===== src/hdl/ftc_ram.sv =====
// Single-port-write, single-port-read synchronous RAM with registered read data.
// No dependencies.
module ftc_ram #(
  parameter int unsigned Width = 8,
  parameter int unsigned Depth = 16
) (
  input  logic                     clk_i,
  input  logic                     we_i,
  input  logic [$clog2(Depth)-1:0] waddr_i,
  input  logic [Width-1:0]         wdata_i,
  input  logic                     re_i,
  input  logic [$clog2(Depth)-1:0] raddr_i,
  output logic [Width-1:0]         rdata_o
);

  logic [Width-1:0] mem_q [Depth];

  always_ff @(posedge clk_i) begin
    if (we_i) begin
      mem_q[waddr_i] <= wdata_i;
    end
  end

  always_ff @(posedge clk_i) begin
    if (re_i) begin
      rdata_o <= mem_q[raddr_i];
    end
  end

endmodule


===== config.mk =====
export PLATFORM = sky130hd
export DESIGN_NAME = ftc_ram
export DESIGN_NICKNAME = d
export VERILOG_FILES = /design/src/hdl/ftc_ram.sv
export SDC_FILE = /design/constraint.sdc
export NUM_CORES = 1
export LEC_CHECK = 0
export BUFFER_PORTS_ARGS = -buffer_cell sky130_fd_sc_hd__buf_2
export CAP_MARGIN = 0
export CELL_PAD_IN_SITES_DETAIL_PLACEMENT = 1
export CELL_PAD_IN_SITES_GLOBAL_PLACEMENT = 2
export CORE_UTILIZATION = 43
export CTS_CLUSTER_DIAMETER = 60
export DETAILED_ROUTE_END_ITERATION = 10
export MAX_ROUTING_LAYER = met4
export PLACE_DENSITY_LB_ADDON = 0.1
export SLEW_MARGIN = 10
export SYNTH_ARGS = -nofsm -noshare
export SYNTH_HDL_FRONTEND = slang
export SYNTH_SLANG_ARGS = --single-unit

===== constraint.sdc =====
create_clock -name clk_i -period 1.8 [get_ports clk_i]
set_clock_uncertainty 0.1 [all_clocks]
set_input_delay 0.27 -clock clk_i [delete_from_list [all_inputs] [get_ports clk_i]]
set_output_delay 0.27 -clock clk_i [all_outputs]
set_load 0.1 [all_outputs]

==> out/metrics.yaml <==
detailed_routing:
  vias: 2423
  ant_nets: 0
  viasPerCell: 5.470
  drc: 3
  first_pass_iters: 7
  first_iter_violations: 119
  wl_per_cell_um: 22.65
  detail_route.wirelength_mm: 10.03
die:
  die_h_um: 112.3
  dieArea_sq_mm: 0.01260
  initial_utilization_pct: 45.01
  die_width_um: 112.3
  coreArea_sq_mm: 0.01161
  rows: 39
  io_pins: 27
synth:
  synthDistinctLibCells: 18
  ys.flop_type: "edfxtp_1"
  ys_seq_area_share_pct: 78.12
  syn_inst: 229
  ys_seq_elements: 136
  synth.most_common_cell: "edfxtp_1"
  avgSynthCellArea_sq_um: 22.83
  synth-edff-count: 136
  yosys-top-cells-count: "edfxtp_1, mux4_2, a22oi_1, mux4_1, nor2_1"
  yosysWarnings: 0
  synthTopCellsByArea: "edfxtp_1, mux4_2, mux4_1"
  synth_top_area_share_pct: 78.12
  async_flop_share_pct: 0
  syn_nets: 248
  synth_top_area_cell: "edfxtp_1"
  synth.cell_area_sq_mm: 0.005228
setup_path:
  worstSetupPathType: "flop to output pin"
  critical_path_required_ns: 1.43
  cp-end-kind: "output pin"
  critPathMaxStageDelay_ns: 0.44
  cp.arrival_ns: 1.22
  slowest_stage: "buf_2"
  start_kind: "flop"
  critPathMaxFanout: 1
  critPathLaunch: "rdata_o[6]$_DFFE_PP_"
  crit_family: "buffers and inverters"
  path_cells: "buf_2"
  reg2reg_from: "mem_q[1][1]$_DFFE_PP_"
  worst-path-buf-inv: 1
outcome:
  violations: "design-rule violations"
  status: "complete, but fails checks"
timing:
  drv_slew: 0
  finalHoldViolations: 0
  setup_viol: 0
  worst_pin_slew_ns: 0.7052
  setup_total_negative_slack_ns: 0
  finalWorstSetupSlack_ns: 0.2072
  fmax_mhz: 627.8
  fin_crit_ns: 1.593
  rsz0062_at_grt: "false"
  timing.final.crit_share_pct: 88.49
  maxSlewHeadroom_pct: 52.89
placed_design:
  post-place-ws_ns: -0.1249
  hpwl_mm: 6.731
  portBuffers: 26
  gp_routability_congestion: 0.6804
  dpl-instance-area_sq_mm: 0.005658
global_routing:
  grt_use_total_pct: 18.33
  gr-max-usage-layer: "met2"
  grt_antenna_before_repair: 1
  met3_usage_pct: 4.536
  grt_pass1_wl_mm: 15.43
  grtUsageMet2_pct: 28.86
  grt_overflow_total: 0
  grt_max_degree: 24
  grt_pass1_vias: 2612
  use_met1_pct: 22.42
layout:
  nets: 305
  final_cell_area_sq_mm: 0.006227
  multi_input_area_sq_mm: 0.001062
  area_delta_synth_final_pct: 19.12
  regArea_sq_mm: 0.004084
  drive_gt1_share_pct: 31.10
  fin_util_pct: 53.62
  n_fill_cell: 1049
cts:
  cts_buffers: 17
  clock_sinks: 136
  clkLatencyLatePin_ns: 0.41
  cts_setup_buffers: 0
  clockBufferDepth: 2
  cts_tree: "done"
  cts_htree_levels: 4
  ctsResizeCount: 0
  hold_buffers: 0
  cts_root_buf: "clkbuf_16"
  path_clk_slew_ns: 0.06
run:
  drv_cap: 0
power:
  power_per_cell_area_mw_per_mm2: 1180
  ir_drop_mv: 0.5591
  p_leak_uw: 0.002121
min_path:
  min_from: "re_i"
  hold_path.class: "primary input to flop"
-- sequential cells by signal, summed over array words and instances, names as in the netlist --
register and count:
rdata_o 8, mem_q 128
-- power by group --
part	leakage (uW)	total [uW]	internal [uW]	switching (uW)
Clock	0.000282	3320	2130	1190
Sequential	0.00124	3590	3570	18.8
Combinational	0.000603	439	146	293
-- cell families (layout without fill, tap and decap cells) --
logic type	after synthesis	count (layout)	synth area share (%)
simple gates	35	35	3.136
other cells	0	1	0
buf+inv	10	80	1.651
mux	32	32	14.79
flops	136	136	78.12
compound gates	16	16	2.298
-- through the flow --
stage	cells	power, uW	hold slack (ns)
3_5_place_dp	410	4106	0.5613
4_1_cts	442	7432	0.1268
3_3_place_gp	410	4097	0.5611
6_report	443	7347	0.1369
5_1_grt	443	7569	0.1304
2_1_floorplan	229	3941	0.2689
-- cell usage in the layout, fill, tap and decap left out, drive strengths merged --
cell type,instances
and2,1
a22oi,16
bufinv,3
nand2,9
nand3b,2
edfxtp,136
clkbuf,18
buf,48
nor2,13
nand2b,2
mux4,32
diode,1
and2b,1
nand3,1
nor2b,1
nor3,4
clkinv,11
or3b,1
-- routing by layer --
metal	part of all wire, %	vias to the layer above
li1	-	1096
met1	44	1270
met2	50	41
met3	3.6	16
met4	1.8	0
met5	0	-
-- worst paths after layout --
kind | end | slack [ns] | depth (start not counted)
worst min register to register | rdata_o[6]$_DFFE_PP_ | 0.65 | 3
worst max register to register | rdata_o[1]$_DFFE_PP_ | 0.25 | 3
worst min-delay path | rdata_o[6]$_DFFE_PP_ | 0.14 | 1
worst max-delay path | rdata_o[6] | 0.21 | 1
-- area by class of cell --
cell class              count  share of cell area [%]
well taps                 143                   2.873
flip-flops and latches    136                   65.58
repair buffers             48                   5.345
clock inverters            14                   2.210
multi-input cells          83                   17.06
clock buffers              18                   6.892
diodes                      1                 0.04018
Power figures use the tool's default switching activity.
